===== src/hdl/slpg_pkg.sv =====
// ----------------------------------------------------------------------------
// slpg_pkg
// Shared types and codes for the staircase line point generator.
// ----------------------------------------------------------------------------
package slpg_pkg;

    localparam int COORD_W = 9;
    localparam int COLOR_W = 16;
    localparam int ERR_W   = 11;

    // item kind carried in the mode field
    localparam logic MODE_LOAD = 1'b0;
    localparam logic MODE_STEP = 1'b1;

    // line orientation
    localparam logic [1:0] AXIS_GENERAL    = 2'd0;
    localparam logic [1:0] AXIS_VERTICAL   = 2'd1;
    localparam logic [1:0] AXIS_HORIZONTAL = 2'd2;

    typedef struct packed {
        logic                 mode;
        logic [COORD_W-1:0]   start_x;
        logic [COORD_W-1:0]   start_y;
        logic [COORD_W-1:0]   end_x;
        logic [COORD_W-1:0]   end_y;
        logic [COLOR_W-1:0]   color;
    } in_item_t;

    typedef struct packed {
        logic [COORD_W-1:0]   point_x;
        logic [COORD_W-1:0]   point_y;
        logic [COLOR_W-1:0]   pixel_color;
        logic                 point_valid;
        logic                 last_point;
        logic                 range_error;
    } out_item_t;

    typedef struct packed {
        logic                     active;
        logic [COORD_W-1:0]       cur_x;
        logic [COORD_W-1:0]       cur_y;
        logic [COORD_W-1:0]       tgt_x;
        logic [COORD_W-1:0]       tgt_y;
        logic signed [ERR_W-1:0]  err;
        logic [COORD_W-1:0]       span_x;
        logic [COORD_W-1:0]       span_y;
        logic                     x_dec;
        logic                     y_dec;
        logic [1:0]               axis;
        logic [COLOR_W-1:0]       color;
    } line_state_t;

endpackage


===== src/hdl/staircase_line_point_generator.sv =====
// ----------------------------------------------------------------------------
// staircase_line_point_generator
// Four-connected line rasterizer: one panel pixel result per input item.
// ----------------------------------------------------------------------------
// Timing: the result of an item is registered and presented in the cycle after its transfer.
// Throughput: one item per cycle while out_ready is high; the single output register
// frees as its result is taken, so input and output may both transfer in the same cycle.
// Reset: clears the line state, the landscape mode bit and the output valid.
// ----------------------------------------------------------------------------
module staircase_line_point_generator
    import slpg_pkg::*;
#(
    parameter int PANEL_X_MAX = 239,
    parameter int PANEL_Y_MAX = 319
)
(
    input  logic      clk,
    input  logic      rst_n,
    input  logic      cfg_we,
    input  logic      cfg_wdata,
    input  logic      in_valid,
    output logic      in_ready,
    input  in_item_t  in_data,
    output logic      out_valid,
    input  logic      out_ready,
    output out_item_t out_data
);

    logic        landscape_reg;
    line_state_t state_reg;
    line_state_t state_next;
    logic        out_valid_reg;
    out_item_t   out_data_reg;
    out_item_t   out_data_next;

    line_state_t setup;
    logic        setup_ok;
    line_state_t stepped;
    line_state_t emit_src;
    logic        emit;
    logic        last;
    logic        in_xfer;

    slpg_load #(
        .PANEL_X_MAX (PANEL_X_MAX),
        .PANEL_Y_MAX (PANEL_Y_MAX)
    ) u_load (
        .item      (in_data),
        .landscape (landscape_reg),
        .setup     (setup),
        .setup_ok  (setup_ok)
    );

    slpg_walk u_walk (
        .cur (state_reg),
        .nxt (stepped)
    );

    assign in_ready = !out_valid_reg || out_ready;
    assign in_xfer  = in_valid && in_ready;

    always_comb
    begin
        state_next    = state_reg;
        out_data_next = '0;
        emit          = 1'b0;
        emit_src      = state_reg;
        if (in_data.mode == MODE_LOAD)
        begin
            if (setup_ok)
            begin
                emit     = 1'b1;
                emit_src = setup;
            end
            else
            begin
                // rejected load drops any line in progress
                state_next.active         = 1'b0;
                out_data_next.range_error = 1'b1;
            end
        end
        else if (state_reg.active)
        begin
            emit     = 1'b1;
            emit_src = stepped;
        end

        last = (emit_src.cur_x == emit_src.tgt_x) && (emit_src.cur_y == emit_src.tgt_y);
        if (emit)
        begin
            state_next                = emit_src;
            state_next.active         = !last;
            out_data_next.point_x     = emit_src.cur_x;
            out_data_next.point_y     = emit_src.cur_y;
            out_data_next.pixel_color = emit_src.color;
            out_data_next.point_valid = 1'b1;
            out_data_next.last_point  = last;
        end
    end

    always_ff @(posedge clk or negedge rst_n)
    begin
        if (!rst_n)
        begin
            landscape_reg <= 1'b0;
            state_reg     <= '0;
            out_valid_reg <= 1'b0;
        end
        else
        begin
            if (cfg_we)
                landscape_reg <= cfg_wdata;
            if (in_xfer)
            begin
                state_reg     <= state_next;
                out_valid_reg <= 1'b1;
            end
            else if (out_ready)
                out_valid_reg <= 1'b0;
        end
    end

    always_ff @(posedge clk)
    begin
        if (in_xfer)
            out_data_reg <= out_data_next;
    end

    assign out_valid = out_valid_reg;
    assign out_data  = out_data_reg;

endmodule


===== src/hdl/slpg_load.sv =====
// ----------------------------------------------------------------------------
// slpg_load
// Maps both endpoints to panel space, checks range, and sets up the walk.
// ----------------------------------------------------------------------------
module slpg_load
    import slpg_pkg::*;
#(
    parameter int PANEL_X_MAX = 239,
    parameter int PANEL_Y_MAX = 319
)
(
    input  in_item_t    item,
    input  logic        landscape,
    output line_state_t setup,
    output logic        setup_ok
);

    localparam logic [COORD_W-1:0] XMAX = COORD_W'(PANEL_X_MAX);
    localparam logic [COORD_W-1:0] YMAX = COORD_W'(PANEL_Y_MAX);

    logic [COORD_W-1:0] x1, y1, x2, y2;
    logic               ok1, ok2;

    always_comb
    begin
        if (landscape)
        begin
            // a logical y past the panel width would wrap in the subtraction
            ok1 = (item.start_y <= XMAX) && (item.start_x <= YMAX);
            ok2 = (item.end_y <= XMAX) && (item.end_x <= YMAX);
            x1  = XMAX - item.start_y;
            y1  = item.start_x;
            x2  = XMAX - item.end_y;
            y2  = item.end_x;
        end
        else
        begin
            ok1 = (item.start_x <= XMAX) && (item.start_y <= YMAX);
            ok2 = (item.end_x <= XMAX) && (item.end_y <= YMAX);
            x1  = item.start_x;
            y1  = item.start_y;
            x2  = item.end_x;
            y2  = item.end_y;
        end
    end

    assign setup_ok = ok1 && ok2;

    always_comb
    begin
        setup        = '0;
        setup.active = 1'b1;
        setup.color  = item.color;
        setup.err    = '0;
        if (x1 == x2)
        begin
            setup.axis  = AXIS_VERTICAL;
            setup.cur_x = x1;
            setup.tgt_x = x1;
            setup.cur_y = (y1 <= y2) ? y1 : y2;
            setup.tgt_y = (y1 <= y2) ? y2 : y1;
            setup.span_y = setup.tgt_y - setup.cur_y;
        end
        else if (y1 == y2)
        begin
            setup.axis  = AXIS_HORIZONTAL;
            setup.cur_y = y1;
            setup.tgt_y = y1;
            setup.cur_x = (x1 <= x2) ? x1 : x2;
            setup.tgt_x = (x1 <= x2) ? x2 : x1;
            setup.span_x = setup.tgt_x - setup.cur_x;
        end
        else
        begin
            setup.axis   = AXIS_GENERAL;
            setup.cur_x  = x1;
            setup.cur_y  = y1;
            setup.tgt_x  = x2;
            setup.tgt_y  = y2;
            setup.span_x = (x2 > x1) ? x2 - x1 : x1 - x2;
            setup.span_y = (y2 > y1) ? y2 - y1 : y1 - y2;
            setup.x_dec  = (x2 < x1);
            setup.y_dec  = (y2 < y1);
        end
    end

endmodule


===== src/hdl/slpg_walk.sv =====
// ----------------------------------------------------------------------------
// slpg_walk
// One staircase step: moves the current point and, for a general line, updates the error term.
// ----------------------------------------------------------------------------
module slpg_walk
    import slpg_pkg::*;
(
    input  line_state_t cur,
    output line_state_t nxt
);

    logic signed [ERR_W:0] err_wide;
    logic signed [ERR_W:0] err_sum;

    assign err_wide = {cur.err[ERR_W-1], cur.err};

    always_comb
    begin
        nxt     = cur;
        err_sum = err_wide;
        case (cur.axis)
            AXIS_VERTICAL:
            begin
                nxt.cur_y = cur.cur_y + COORD_W'(1);
            end
            AXIS_HORIZONTAL:
            begin
                nxt.cur_x = cur.cur_x + COORD_W'(1);
            end
            default:
            begin
                if (!cur.err[ERR_W-1])
                begin
                    nxt.cur_x = cur.x_dec ? cur.cur_x - COORD_W'(1)
                                          : cur.cur_x + COORD_W'(1);
                    err_sum   = err_wide - $signed({3'b000, cur.span_y});
                end
                else
                begin
                    nxt.cur_y = cur.y_dec ? cur.cur_y - COORD_W'(1)
                                          : cur.cur_y + COORD_W'(1);
                    err_sum   = err_wide + $signed({3'b000, cur.span_x});
                end
            end
        endcase
        // saturate to the 11-bit signed range
        if (err_sum[ERR_W] != err_sum[ERR_W-1])
            nxt.err = err_sum[ERR_W] ? {1'b1, {(ERR_W-1){1'b0}}}
                                     : {1'b0, {(ERR_W-1){1'b1}}};
        else
            nxt.err = err_sum[ERR_W-1:0];
    end

endmodule

===== config.mk =====
export PLATFORM = sky130hd
export DESIGN_NAME = staircase_line_point_generator
export DESIGN_NICKNAME = d
export VERILOG_FILES = /design/src/hdl/slpg_pkg.sv /design/src/hdl/staircase_line_point_generator.sv /design/src/hdl/slpg_load.sv /design/src/hdl/slpg_walk.sv
export SDC_FILE = /design/constraint.sdc
export NUM_CORES = 1
export LEC_CHECK = 0
export BUFFER_PORTS_ARGS = -buffer_cell sky130_fd_sc_hd__buf_2
export CAP_MARGIN = 30
export CORE_MARGIN = 3
export CORE_UTILIZATION = 60
export CTS_CLUSTER_DIAMETER = 200
export DETAILED_ROUTE_END_ITERATION = 7
export GPL_ROUTABILITY_DRIVEN = 0
export PLACE_DENSITY = 0.8
export SYNTH_ARGS = -nofsm -noshare
export SYNTH_HDL_FRONTEND = slang
export SYNTH_SLANG_ARGS = --single-unit

===== constraint.sdc =====
create_clock -name clk -period 5.9 [get_ports clk]
set_input_delay 0.295 -clock clk [delete_from_list [all_inputs] [get_ports clk]]
set_output_delay 0.295 -clock clk [all_outputs]
set_load 0.02 [all_outputs]

# After elaboration in Yosys (flattened, before gate mapping)
# Cells that the tools add are included.
totals:
  ramBits: 0
  regBits: 125
  mem_count: 0
  latchBits: 0
  mem_bits_ro: 0
  input_bits: 59
  output_inout_bits: 39
  word_cells: 123
classes:
  n_mul: 0
  shifts: 0
  n_mux: 44
  n_lt_le_gt_ge: 14
  n_reduce_logical: 18
  add_sub_neg: 14
  div_mod_pow: 0
  eq_ne: 11
  bitwise: 1
op_table:
  columns: ["op", "n"]
  rows:
  - ["2-to-1 mux 85 bit", 3]
  - ["2-to-1 mux 9 bit", 17]
  - ["2-to-1 mux 86 bit", 1]
  - ["2-to-1 mux 36 bit", 2]
  - ["subtractor 9 bit", 6]
  - ["== test 9 bit", 4]
  - ["less-or-equal comparator 9 x 8 -> 1 bit, second input constant", 4]
  - ["less-or-equal comparator 9 bit, second input constant", 4]
  - ["one-hot mux 9 bit (2 select lines)", 2]
  - ["2-to-1 mux 11 bit", 3]
  - ["2-to-1 mux 12 bit", 2]
  - ["adder 9 x 1 -> 9 bit, second input constant", 2]
  - ["greater-than comparator 9 bit", 2]
  - ["less-or-equal comparator 9 bit", 2]
  - ["< comparator 9 bit", 2]
  - ["subtractor 8 x 9 -> 9 bit, first input constant", 2]
  - ["subtractor 9 x 1 -> 9 bit, second input constant", 2]
  - ["adder 11 x 10 -> 12 bit", 1]
  - ["subtractor 11 x 10 -> 12 bit", 1]
  - ["2-to-1 mux 1 bit", 10]
  - ["2-to-1 mux 2 bit", 4]
  - ["AND reduction 4 bit", 2]
  - ["logical AND 1 bit", 7]
  - ["inequality test 2 x 1 -> 1 bit, second input constant", 3]
  - ["12 further kinds", 14]

# Longest topological paths before layout
# Gate-level depths: netlist of run 1.
depth:
  depth_word: 13
  depth_mapped: 25
  mapped_depth_nobuf: 21

# By module
# Synthesis of run 1 repeated with hierarchy kept, for this count alone.
hier_totals:
  cells_unflattened: 1569
  area_unflattened_um2: 12978.7
modules_own_cells:
  columns: ["mod", "cells_each", "n_inst", "area_per_inst_um2", "seq_area_each_um2"]
  rows:
  - ["staircase_line_point_generator", 563, 1, 6327.3, 3313.2]
  - ["slpg_load", 606, 1, 3976.3, 0.0]
  - ["slpg_walk", 400, 1, 2675.1, 0.0]

# Worst setup path after synthesis of run 1
# Ideal clock, no wire load.
synth_path:
  path_kind: "reg-to-reg"
  startpoint: "register state_reg[48] (netlist name)"
  endpoint: "register state_reg[38] (netlist name)"
  setup_time_ns: 0.070
  synth_period_minus_slack_ns: 5.064
  arrival_time_ns: 4.994
  slack_ns: 0.836
  path_buffers: 4
  required_ns: 5.830
  stages_incl_launch_ff: 24
  path_cell_list: "dfrtp_1 clkbuf_1 clkbuf_1 clkbuf_1 clkbuf_1 nand2_1 o21ai_0 ha_1 inv_1 fa_1 nor2b_1 o21ai_0 a21boi_0 o21ai_0 a21boi_0 o21ai_0 nand2b_1 a21o_1 a21oi_1 mux2i_1 nor2b_1 ha_1 nor4b_1 a221o_1"
synth_between:
  elab_chain_cells: 7
  elab_cells_between_ends: 11
  classes_between: "2 x add/sub; 2 x eq/ne; 6 x mux; 1 x reduce/logical"
synth_lines:
  columns: ["element", "line_no", "rtl"]
  rows:
  - ["start, declared", "staircase_line_point_generator.sv:30", "line_state_t state_reg;"]
  - ["start signal, assigned", "staircase_line_point_generator.sv:115", "state_reg <= state_next;"]
  - ["subtractor 11 x 10 -> 12 bit / adder 11 x 10 -> 12 bit (equally long branches)", "slpg_walk.sv:36, slpg_walk.sv:42", null]
  - ["2-to-1 mux 12 bit", "slpg_walk.sv:32", "if (!cur.err[ERR_W-1])"]
  - ["2-to-1 mux 12 bit (*)", "slpg_walk.sv:21", "case (cur.axis)"]
  - ["2-to-1 mux 11 bit / inequality test 1 bit (equally long branches)", "slpg_walk.sv:48, slpg_walk.sv:47", null]
  - ["2-to-1 mux 11 bit", "slpg_walk.sv:47", "if (err_sum[ERR_W] != err_sum[ERR_W-1])"]
  - ["2-to-1 mux 85 bit", "staircase_line_point_generator.sv:82", "else if (state_reg.active)"]
  - ["2-to-1 mux 85 bit", "staircase_line_point_generator.sv:68", "if (in_data.mode == MODE_LOAD)"]
# Mark *: on every way between the ends. The rest lies on a longest branch, timed or not. The select of a mux whose other input is x is not followed.
# A chain may end at the register's enable or synchronous reset.

# Worst setup path in the final report of run 1
layout_path:
  startpoint: "register landscape_reg"
  endpoint: "register out_data_reg (netlist bit out_data[1]) (data pin)"
layout_between:
  elab_chain_cells: 9
  elab_cells_between_ends: 24
  classes_between: "2 x order compare; 4 x eq/ne; 16 x mux; 2 x reduce/logical"
layout_lines:
  columns: ["element", "line_no", "rtl"]
  rows:
  - ["start, declared", "staircase_line_point_generator.sv:29", "logic landscape_reg;"]
  - ["start signal, assigned", "staircase_line_point_generator.sv:112", "landscape_reg <= cfg_wdata;"]
  - ["2-to-1 mux 9 bit", "slpg_load.sv:26", "if (landscape)"]
  - ["less-or-equal comparator 9 bit", "slpg_load.sv:69, slpg_load.sv:70", null]
  - ["2-to-1 mux 9 bit (on tied branches)", "slpg_load.sv:69, slpg_load.sv:70", null]
  - ["2-to-1 mux 36 bit", "slpg_load.sv:64", "else if (y1 == y2)"]
  - ["2-to-1 mux 36 bit", "slpg_load.sv:55", "if (x1 == x2)"]
  - ["2-to-1 mux 85 bit", "staircase_line_point_generator.sv:70", "if (setup_ok)"]
  - ["2-to-1 mux 85 bit", "staircase_line_point_generator.sv:68", null]
  - ["== test 9 bit", "staircase_line_point_generator.sv:88", "last = (emit_src.cur_x == emit_src.tgt_x) && (emit_src.cur_y == emit_src.tgt_y);"]
  - ["logical AND 1 bit", "staircase_line_point_generator.sv:88", null]
  - ["end signal, assigned", "staircase_line_point_generator.sv:126", "out_data_reg <= out_data_next;"]
  - ["end, declared", "staircase_line_point_generator.sv:33", "out_item_t out_data_reg;"]
# Several ways; a longest one is shown, not always the timed one. The select of a mux whose other input is x is not followed.

==> results of run 1 <==
-- stage by stage --
stage                     setup slack [ns]  utilization [%]  total power [W]  instances  hold WS (ns)
after floorplan                     0.8358                -         0.003138       1303    -0.0005911
after detailed placement            0.6274            64.61         0.003695       1569        0.1944
after CTS                           0.6015            68.05         0.004802       1602       0.06006
after global routing                0.1527            68.20         0.005155       1603       0.07897
after global placement              0.6695            64.61         0.003618       1569        0.1924
final                               0.4231            68.20         0.004850       1603       0.07462
-- synthesized netlist by cell type, types with 14 or more instances --
library cell / count / area [um^2]
a211oi_1: 17 / 127.6
a21o_1: 17 / 127.6
a21oi_1: 75 / 375.4
a221o_1: 14 / 140.1
a22o_1: 25 / 219.0
a22oi_1: 15 / 112.6
buf_2: 23 / 115.1
clkbuf_1: 44 / 165.2
dfrtp_1: 88 / 2202
edfxtp_1: 37 / 1111
ha_1: 63 / 788.3
inv_1: 73 / 274.0
mux2_2: 42 / 473.0
mux2i_1: 52 / 520.5
nand2_1: 144 / 540.5
nand3_1: 33 / 165.2
nor2_1: 88 / 330.3
nor2b_1: 14 / 87.58
nor3_1: 28 / 140.1
o21ai_0: 103 / 515.5
o22ai_1: 14 / 87.58
o31ai_1: 15 / 112.6
xnor2_1: 26 / 227.7
xor2_1: 30 / 262.8
-- worst max-delay path by stage --
stage	startpoint	end	cells past startpoint
global route	landscape_reg	out_data[1]	14
finish	landscape_reg	out_data[1]	14
CTS	landscape_reg	out_data[1]	14
detailed placement	landscape_reg	out_data[1]	14
floorplan	state_reg[48]	state_reg[38]	23
global placement	landscape_reg	out_data[1]	14
-- cell families after synthesis --
family	after synthesis
flip-flops	125
AND/OR/NAND/NOR	404
buffers and inverters	152
multiplexers	96
adder cells (fa/ha/maj)	68
AO/OA/AOI/OAI	402
XOR/XNOR	56
-- per-layer routing --
metal	part of all wire [%]	wire (um)	track usage (%)
met5	0.039	13	0
met4	4.4	1465	15.45
met3	12	3912	7.628
met1	41	13550	45.48
met2	43	14020	47.70
-- placed cells by master (no fill, tap or decap), types with 33 or more instances in the layout --
cell	n
nand2_1	143
o21ai_0	103
buf_2	96
nor2_1	88
dfrtp_1	88
a21oi_1	75
inv_1	72
ha_1	63
mux2i_1	52
mux2_2	42
edfxtp_1	37
nand3_1	33
-- final cells by class --
cell class                      count  share of cell area [%]
Multi-Input combinational cell   1026                   58.25
Clock buffer                       18                   3.561
Sequential cell                   125                   26.86
Clock inverter                     14                   1.400
Tap cell                          229                   2.323
Timing Repair Buffer              117                   5.356
Inverter                           74                   2.252
-- worst register-to-register path, stage by stage, from the launching register on --
cell	delay, ns
dfrtp_1	0.60
buf_4	0.29
mux2i_1	0.61
inv_1	0.16
ha_1	0.44
nand2_1	0.20
or3_1	0.71
nor3_4	0.75
nor2_2	0.06
a211oi_2	0.35
a211oi_1	0.10
a21oi_1	0.35
xnor2_1	0.14
nor4_2	0.38
and3_1	0.21
-- power by group through the flow --
stage          logic (W)  clock network (W)  registers (W)
4_1_cts          0.00230            0.00110        0.00140
3_3_place_gp     0.00221                  0        0.00140
3_5_place_dp     0.00228                  0        0.00142
5_1_grt          0.00258            0.00113        0.00145
2_1_floorplan    0.00186                  0        0.00128
6_report         0.00234            0.00109        0.00142
==> impl_metrics.env, run 1 <==
export IMPL_status="complete, no violations"
export IMPL_power_net_switching_w=0.002095
export IMPL_die_h_um=142.2
export IMPL_synth_nets=1430
export IMPL_wl_per_cell_um=20.57
export IMPL_hold_viol=0
export IMPL_cp_data_arrival_time_ns=5.77
export IMPL_fin_area_um2=12330
export IMPL_r2r_start="landscape_reg"
export IMPL_p_comb_share_pct=48.3
export IMPL_insertion_delay_ns=0.43
export IMPL_crit_family="simple AND/OR/NAND/NOR gates"
export IMPL_max_stage_delay_ns=0.75
export IMPL_ys_warn_count=0
export IMPL_maxCapViolations=0
export IMPL_ys_ff_latch=125
export IMPL_first_pass_iters=6
export IMPL_syn_avg_cell_area_um2=8.545
export IMPL_regArea_um2=3313
export IMPL_p_int_w=0.002755
export IMPL_post_cts_buffers=0
export IMPL_slowest_stage="nor3_4"
export IMPL_min_to="out_valid"
export IMPL_path_buf_inv=2
export IMPL_finClkSkew_ns=0.008037
export IMPL_worstMarginPinSlew_ns=1.011
export IMPL_drc=0
export IMPL_cp_cell_sequence="buf_4, mux2i_1, inv_1, ha_1, nand2_1, or3_1, nor3_4, nor2_2, a211oi_2, a211oi_1, a21oi_1, xnor2_1, nor4_2, and3_1"
export IMPL_required_ns=6.20
export IMPL_die_area_um2=20230
export IMPL_multiInputGateArea_um2=7184
export IMPL_cts_root_buffer="clkbuf_16"
export IMPL_pwr_share_clk_pct=22.4
export IMPL_sw_frac_of_total_pct=43.20
export IMPL_slew_violations=0
export IMPL_die_x_um=142.2
export IMPL_r2r_slack_ns=0.42
export IMPL_cts_buffers=17
export IMPL_core_rowCount=49
export IMPL_coreArea_um2=18090
export IMPL_min_period_ns=5.477
export IMPL_fill_cells=1406
export IMPL_synth_distinct_cells=96
export IMPL_crit_type="register to register"
export IMPL_synth_xor_area_share_pct=4.405
export IMPL_worstHoldStart="in_valid"
export IMPL_grt_max_degree=71
export IMPL_path_clk_slew_ns=0.06
export IMPL_syn_inst=1303
export IMPL_leakagePower_nw=5.439
export IMPL_drt_total_wl_um=32970
export IMPL_setup_viol_count_final=0
export IMPL_ir_worst_vdd_uv=209.9
export IMPL_ff2ff_path_depth=14
export IMPL_rsz0062_at_grt="no"
export IMPL_gr_total_overflow=0
export IMPL_crit_fanout=17
export IMPL_fmax_mhz=182.6
export IMPL_diodes=0
export IMPL_ios=98
export IMPL_cts_tree="done"
export IMPL_critPathLaunchType="register"
export IMPL_clock_sinks=125
export IMPL_port_buffers=97
export IMPL_r2r_end="out_data[1]"
export IMPL_vias_per_cell=6.682
export IMPL_async_flop_share_pct=70.40
export IMPL_netlist_area_um2=11130
export IMPL_muxShareOfSynthArea_pct=9.125
export IMPL_synth_enable_flop_cells=37
export IMPL_seq_power_share_pct=29.2
export IMPL_clock_path_buffers=2
export IMPL_vias=10710
export IMPL_powerDensity_nw_per_um2=393.2
export IMPL_period_share_pct=92.83
export IMPL_nets=1488
export IMPL_post_dp_cell_area_um2=11690
export IMPL_yosys_area_share_simple_pct=18.08
export IMPL_place_hpwl_um=24030
export IMPL_maxSlewHeadroom_pct=32.39
export IMPL_layout_area_overhead_vs_synth_pct=10.78
export IMPL_largest_reg_flops=86
export IMPL_antenna_found_initial=1
export IMPL_hold_buffers=1
export IMPL_synth_compound_area_share_pct=24.90
export IMPL_cp_end_kind="register"
export IMPL_hold_class="input port to register"
export IMPL_drt_iter0_drc=1562
export IMPL_detail_route_antenna_nets=0
export IMPL_htreeDepth=4
export IMPL_grt_use_total_pct=32.54
export IMPL_ys_flop_type="dfrtp_1"
export IMPL_synth_top_family_by_area="compound AO/OA/AOI/OAI gates"
export IMPL_synthAdderAreaFrac_pct=7.978
export IMPL_start_util_pct=61.56
export IMPL_ys_seq_area_share_pct=29.76
export IMPL_first_global_vias=9773
export IMPL_ctsResizeCount=0
export IMPL_grt_pass1_wl_um=52520
export IMPL_hold_depth=2
export IMPL_drive_above_1_share_pct=17.54
export IMPL_tns_ns=0
Power figures use the tool's default switching activity.
==> run 2, diff against run 1 <==
- PLACE_DENSITY: 0.8 -> 0.85
==> impl_metrics.env, run 2 (synthesis gave the netlist of run 1 again) <==
export IMPL_drt_iter0_drc=1821
export IMPL_path_clk_slew_ns=0.07
export IMPL_period_share_pct=93.86
export IMPL_die_x_um=142.2
export IMPL_maxCapViolations=0
export IMPL_cp_data_arrival_time_ns=5.83
export IMPL_path_buf_inv=2
export IMPL_grt_pass1_wl_um=52690
export IMPL_max_stage_delay_ns=0.79
export IMPL_place_inst=1569
export IMPL_insertion_delay_ns=0.44
export IMPL_layoutNonFillerInstCount=1603
export IMPL_place_ws_ns=0.6220
export IMPL_r2r_end="out_data[1]"
export IMPL_p_int_w=0.002711
export IMPL_crit_family="simple AND/OR/NAND/NOR gates"
export IMPL_gr_total_overflow=0
export IMPL_vias=10860
export IMPL_final_common_cell="nand2_1"
export IMPL_coreArea_um2=18090
export IMPL_cts_tree="done"
export IMPL_die_h_um=142.2
export IMPL_cp_cell_sequence="buf_12, mux2i_1, inv_1, ha_1, nand2_1, or3_1, nor3_4, mux2i_1, o21ai_1, o21ai_1, xnor2_1, nand4_1, nor4_2, and3_1"
export IMPL_finClkSkew_ns=0.01526
export IMPL_ios=98
export IMPL_clock_path_buffers=2
export IMPL_cp_end_kind="register"
export IMPL_multiInputGateArea_um2=7184
export IMPL_crit_cells=14
export IMPL_htreeDepth=4
export IMPL_fmax_mhz=180.6
export IMPL_sw_frac_of_total_pct=44.06
export IMPL_layout_area_overhead_vs_synth_pct=10.52
export IMPL_ir_worst_vdd_uv=265.5
export IMPL_grt_use_total_pct=32.64
export IMPL_die_area_um2=20230
export IMPL_tns_ns=0
export IMPL_pwr_share_clk_pct=22.0
export IMPL_core_rowCount=49
export IMPL_final_util_pct=68.04
export IMPL_cts_buffers=17
export IMPL_detail_route_antenna_nets=0
export IMPL_drt_total_wl_um=33330
export IMPL_fill_cells=1380
export IMPL_clock_sinks=125
export IMPL_r2r_slack_ns=0.36
export IMPL_drive_above_1_share_pct=17.48
export IMPL_power_net_switching_w=0.002135
export IMPL_nets=1487
export IMPL_slew_violations=0
export IMPL_critPathCapture="out_data[1]"
export IMPL_vias_per_cell=6.776
export IMPL_grt_max_degree=75
export IMPL_maxSlewHeadroom_pct=34.97
export IMPL_largest_reg_flops=86
export IMPL_slowest_stage="or3_1"
export IMPL_critPathLaunchType="register"
export IMPL_cts_root_buffer="clkbuf_16"
export IMPL_start_util_pct=61.56
export IMPL_hold_class="input port to register"
export IMPL_ff2ff_path_depth=14
export IMPL_antenna_found_initial=0
export IMPL_p_comb_share_pct=48.7
export IMPL_powerDensity_nw_per_um2=393.8
export IMPL_setup_ws_ns=0.3623
export IMPL_worstMarginPinSlew_ns=0.9754
export IMPL_crit_type="register to register"
export IMPL_status="complete, no violations"
export IMPL_place_hpwl_um=24310
export IMPL_required_ns=6.19
export IMPL_mostFrequentLayoutCells="nand2_1, o21ai_0, buf_2, nor2_1, dfrtp_1"
export IMPL_regArea_um2=3313
export IMPL_drc=0
export IMPL_seq_power_share_pct=29.3
export IMPL_hold_viol=0
export IMPL_first_global_vias=9837
export IMPL_cp_startpoint="landscape_reg"
export IMPL_total_power_w=0.004846
export IMPL_rsz0062_at_grt="no"
export IMPL_setup_viol_count_final=0
export IMPL_post_cts_buffers=0
export IMPL_min_period_ns=5.538
export IMPL_port_buffers=97
export IMPL_r2r_start="landscape_reg"
export IMPL_leakagePower_nw=5.417
export IMPL_crit_fanout=33
export IMPL_wl_per_cell_um=20.79
export IMPL_first_pass_iters=7
run 2: cell count changes in the layout (fill, tap and decap cells not counted), sizes merged:
cell / before / now
clkinvlp: 0 / 2
clkinv: 5 / 3
buf: 116 / 115
inv: 81 / 83
clkbuf: 18 / 17
diode: 0 / 1
bufinv: 2 / 1
run 2: metrics by stage:
| step | hold WS, ns | cell area [um^2] |
|---|---|---|
| final | 0.1039 | 12310 |
| after global routing | 0.1086 | 12300 |
| after CTS | 0.1059 | 12300 |
| after detailed placement | 0.2111 | 11700 |
| after global placement | 0.2114 | 11700 |
| after floorplan | -0.0005911 | 11130 |
run 2: layer usage:
metal | track usage [%] | vias up | wire length (um)
li1 | - | 4882 | -
met3 | 8.300 | 149 | 4170
met2 | 48.12 | 811 | 14400
met1 | 45.50 | 5020 | 13150
met5 | 0 | - | 0
met4 | 14.34 | 0 | 1608
run 2: worst reg2reg max path, cell delays in order, from the launching register on:
cell and delay, ns:
dfrtp_1 0.61, buf_12 0.26, mux2i_1 0.56, inv_1 0.14
ha_1 0.45, nand2_1 0.20, or3_1 0.79, nor3_4 0.76
mux2i_1 0.38, o21ai_1 0.10, o21ai_1 0.27, xnor2_1 0.17
nand4_1 0.12, nor4_2 0.39, and3_1 0.21
run 2: worst min-delay path by stage:
stage               endpoint       start  slack, ns  cells past startpoint
6_report           out_valid    in_valid       0.10                      2
3_3_place_gp   state_reg[14]       rst_n       0.21                      1
5_1_grt         state_reg[8]  in_data[8]       0.11                      2
3_5_place_dp    state_reg[7]       rst_n       0.21                      1
4_1_cts            out_valid    in_valid       0.11                      2
2_1_floorplan  landscape_reg       rst_n    -0.0006                      0
run 2: layout make-up:
class,instances,area share [%]
sequential,125,26.92
tap,229,2.328
antenna,1,0.02034
clock inverter,15,1.383
inverter,74,2.257
clock buffer,17,3.457
timing repair buffer,116,5.247
multi-input combinational,1026,58.38
run 2: power groups by stage:
stage / combinational, W / sequential (W) / clock [W]
floorplan: 0.00186 / 0.00128 / 0
global placement: 0.00220 / 0.00140 / 0
detailed placement: 0.00228 / 0.00141 / 0
CTS: 0.00231 / 0.00140 / 0.00107
global route: 0.00259 / 0.00145 / 0.00111
finish: 0.00236 / 0.00142 / 0.00107
run 2: timing repair:
| action | CTS | global route |
|---|---|---|
| hold buffers | 1 | 0 |
| endpoints found under the hold margin | 21 | 0 |
| resized for setup | 0 | 0 |
==> run 3, diff against run 2 <==
- MAX_ROUTING_LAYER: not set -> met4
- SKIP_LAST_GASP: not set -> 1
==> impl_metrics.env, run 3 (synthesis gave the netlist of run 1 again) <==
export IMPL_cts_buffers=17
export IMPL_required_ns=6.20
export IMPL_first_pass_iters=6
export IMPL_grt_use_met2_pct=48.32
export IMPL_detail_route_antenna_nets=0
export IMPL_cp_startpoint="landscape_reg"
export IMPL_drc=0
export IMPL_rsz0062_at_grt="no"
export IMPL_maxCapViolations=0
export IMPL_use_met3_pct=8.333
export IMPL_hold_viol=0
export IMPL_hold_class="input port to register"
export IMPL_max_stage_delay_ns=0.79
export IMPL_maxSlewHeadroom_pct=35.04
export IMPL_cts_tree="done"
export IMPL_antenna_found_initial=0
export IMPL_ir_worst_vdd_uv=267.2
export IMPL_final_common_cell="nand2_1"
export IMPL_insertion_delay_ns=0.44
export IMPL_crit_cells=14
export IMPL_drt_iter0_drc=1772
export IMPL_use_met1_pct=45.39
export IMPL_cp_cell_sequence="buf_12, mux2i_1, inv_1, ha_1, nand2_1, or3_1, nor3_4, mux2i_1, o21ai_1, o21ai_1, xnor2_1, nand4_1, nor4_2, and3_1"
export IMPL_place_hpwl_um=24310
export IMPL_status="complete, no violations"
export IMPL_mostFrequentLayoutCells="nand2_1, o21ai_0, buf_2, nor2_1, dfrtp_1"
export IMPL_period_share_pct=94.25
export IMPL_fin_area_um2=12330
export IMPL_die_x_um=142.2
export IMPL_die_area_um2=20230
export IMPL_crit_type="register to register"
export IMPL_drt_total_wl_um=33510
export IMPL_nets=1488
export IMPL_coreArea_um2=18090
export IMPL_r2r_slack_ns=0.34
export IMPL_grt_pass1_wl_um=52740
export IMPL_core_rowCount=49
export IMPL_ios=98
export IMPL_r2r_end="out_data[1]"
export IMPL_finClkSkew_ns=0.01747
export IMPL_clock_path_buffers=2
export IMPL_vias_per_cell=6.748
export IMPL_layout_area_overhead_vs_synth_pct=10.77
export IMPL_cp_data_arrival_time_ns=5.86
export IMPL_critPathLaunchType="register"
export IMPL_fmax_mhz=179.8
export IMPL_die_h_um=142.2
export IMPL_post_dp_cell_area_um2=11700
export IMPL_grt_max_degree=75
export IMPL_slew_violations=0
export IMPL_vias=10820
export IMPL_gr_total_overflow=0
export IMPL_clock_sinks=125
export IMPL_path_buf_inv=2
export IMPL_post_cts_buffers=0
export IMPL_worstHoldStart="in_valid"
export IMPL_crit_family="simple AND/OR/NAND/NOR gates"
export IMPL_min_period_ns=5.561
export IMPL_first_global_vias=9849
export IMPL_crit_fanout=33
export IMPL_drive_above_1_share_pct=17.54
export IMPL_fill_cells=1376
export IMPL_worstMarginPinSlew_ns=0.9745
export IMPL_htreeDepth=4
export IMPL_largest_reg_flops=86
export IMPL_tns_ns=0
export IMPL_cts_root_buffer="clkbuf_16"
export IMPL_busiest_layer="met2"
export IMPL_r2r_start="landscape_reg"
export IMPL_ff2ff_path_depth=14
export IMPL_powerDensity_nw_per_um2=393.9
export IMPL_leakagePower_nw=5.430
export IMPL_min_to="out_valid"
export IMPL_start_util_pct=61.56
export IMPL_path_clk_slew_ns=0.08
export IMPL_grt_use_total_pct=33.67
export IMPL_setup_viol_count_final=0
export IMPL_port_buffers=97
export IMPL_wl_per_cell_um=20.89
export IMPL_slowest_stage="or3_1"
export IMPL_cp_end_kind="register"
export IMPL_hold_depth=2
[run 3: changes by cell type in the layout (fill, tap and decap cells not counted), sizes merged]
cell	change
buf	+1
[run 3: what timing repair did]
item	in CTS	in global routing
gates resized for setup	0	0
hold endpoints to repair	21	0
hold buffers	1	0
[run 3: layout make-up]
| type | instances | area (um^2) | area share, % |
|---|---|---|---|
| Inverter | 74 | 277.8 | 2.252 |
| Clock inverter | 15 | 170.2 | 1.380 |
| Sequential cell | 125 | 3313 | 26.86 |
| Antenna cell | 1 | 2.502 | 0.02029 |
| Clock buffer | 17 | 425.4 | 3.449 |
| Timing Repair Buffer | 117 | 673.1 | 5.458 |
| Tap cell | 229 | 286.5 | 2.323 |
| Multi-Input combinational cell | 1026 | 7184 | 58.25 |
[run 3: how the worst max path moves through the flow]
stage,end
floorplan,state_reg[38]
global placement,out_data[1]
detailed placement,out_data[1]
CTS,out_data[1]
global route,out_data[1]
finish,out_data[1]
[run 3: metal layers]
metal  share of wire (%)  routed length [um]
met1                  40               13440
met2                  44               14650
met3                  12                3884
met4                 4.5                1523
met5                   0                   0
[run 3: metrics by stage]
| stage | total power, W | util [%] | worst slack [ns] | std cells | hold slack, ns |
|---|---|---|---|---|---|
| 6_report | 0.004858 | 68.19 | 0.3391 | 1604 | 0.1016 |
| 5_1_grt | 0.005154 | 68.18 | 0.1073 | 1603 | 0.1071 |
| 4_1_cts | 0.004776 | 68.02 | 0.5901 | 1602 | 0.1059 |
| 3_5_place_dp | 0.003698 | 64.68 | 0.6220 | 1569 | 0.2111 |
| 3_3_place_gp | 0.003605 | 64.68 | 0.6819 | 1569 | 0.2114 |
| 2_1_floorplan | 0.003138 | - | 0.8358 | 1303 | -0.0005911 |
[run 3: power breakdown]
group	leakage [nW]	switching (W)	internal (W)	total [W]
Clock	0.288	0.000471	0.000604	0.00108
Sequential	1.50	0.000296	0.00112	0.00142
Combinational	3.64	0.00138	0.000986	0.00236
Total	5.43	0.00214	0.00271	0.00486
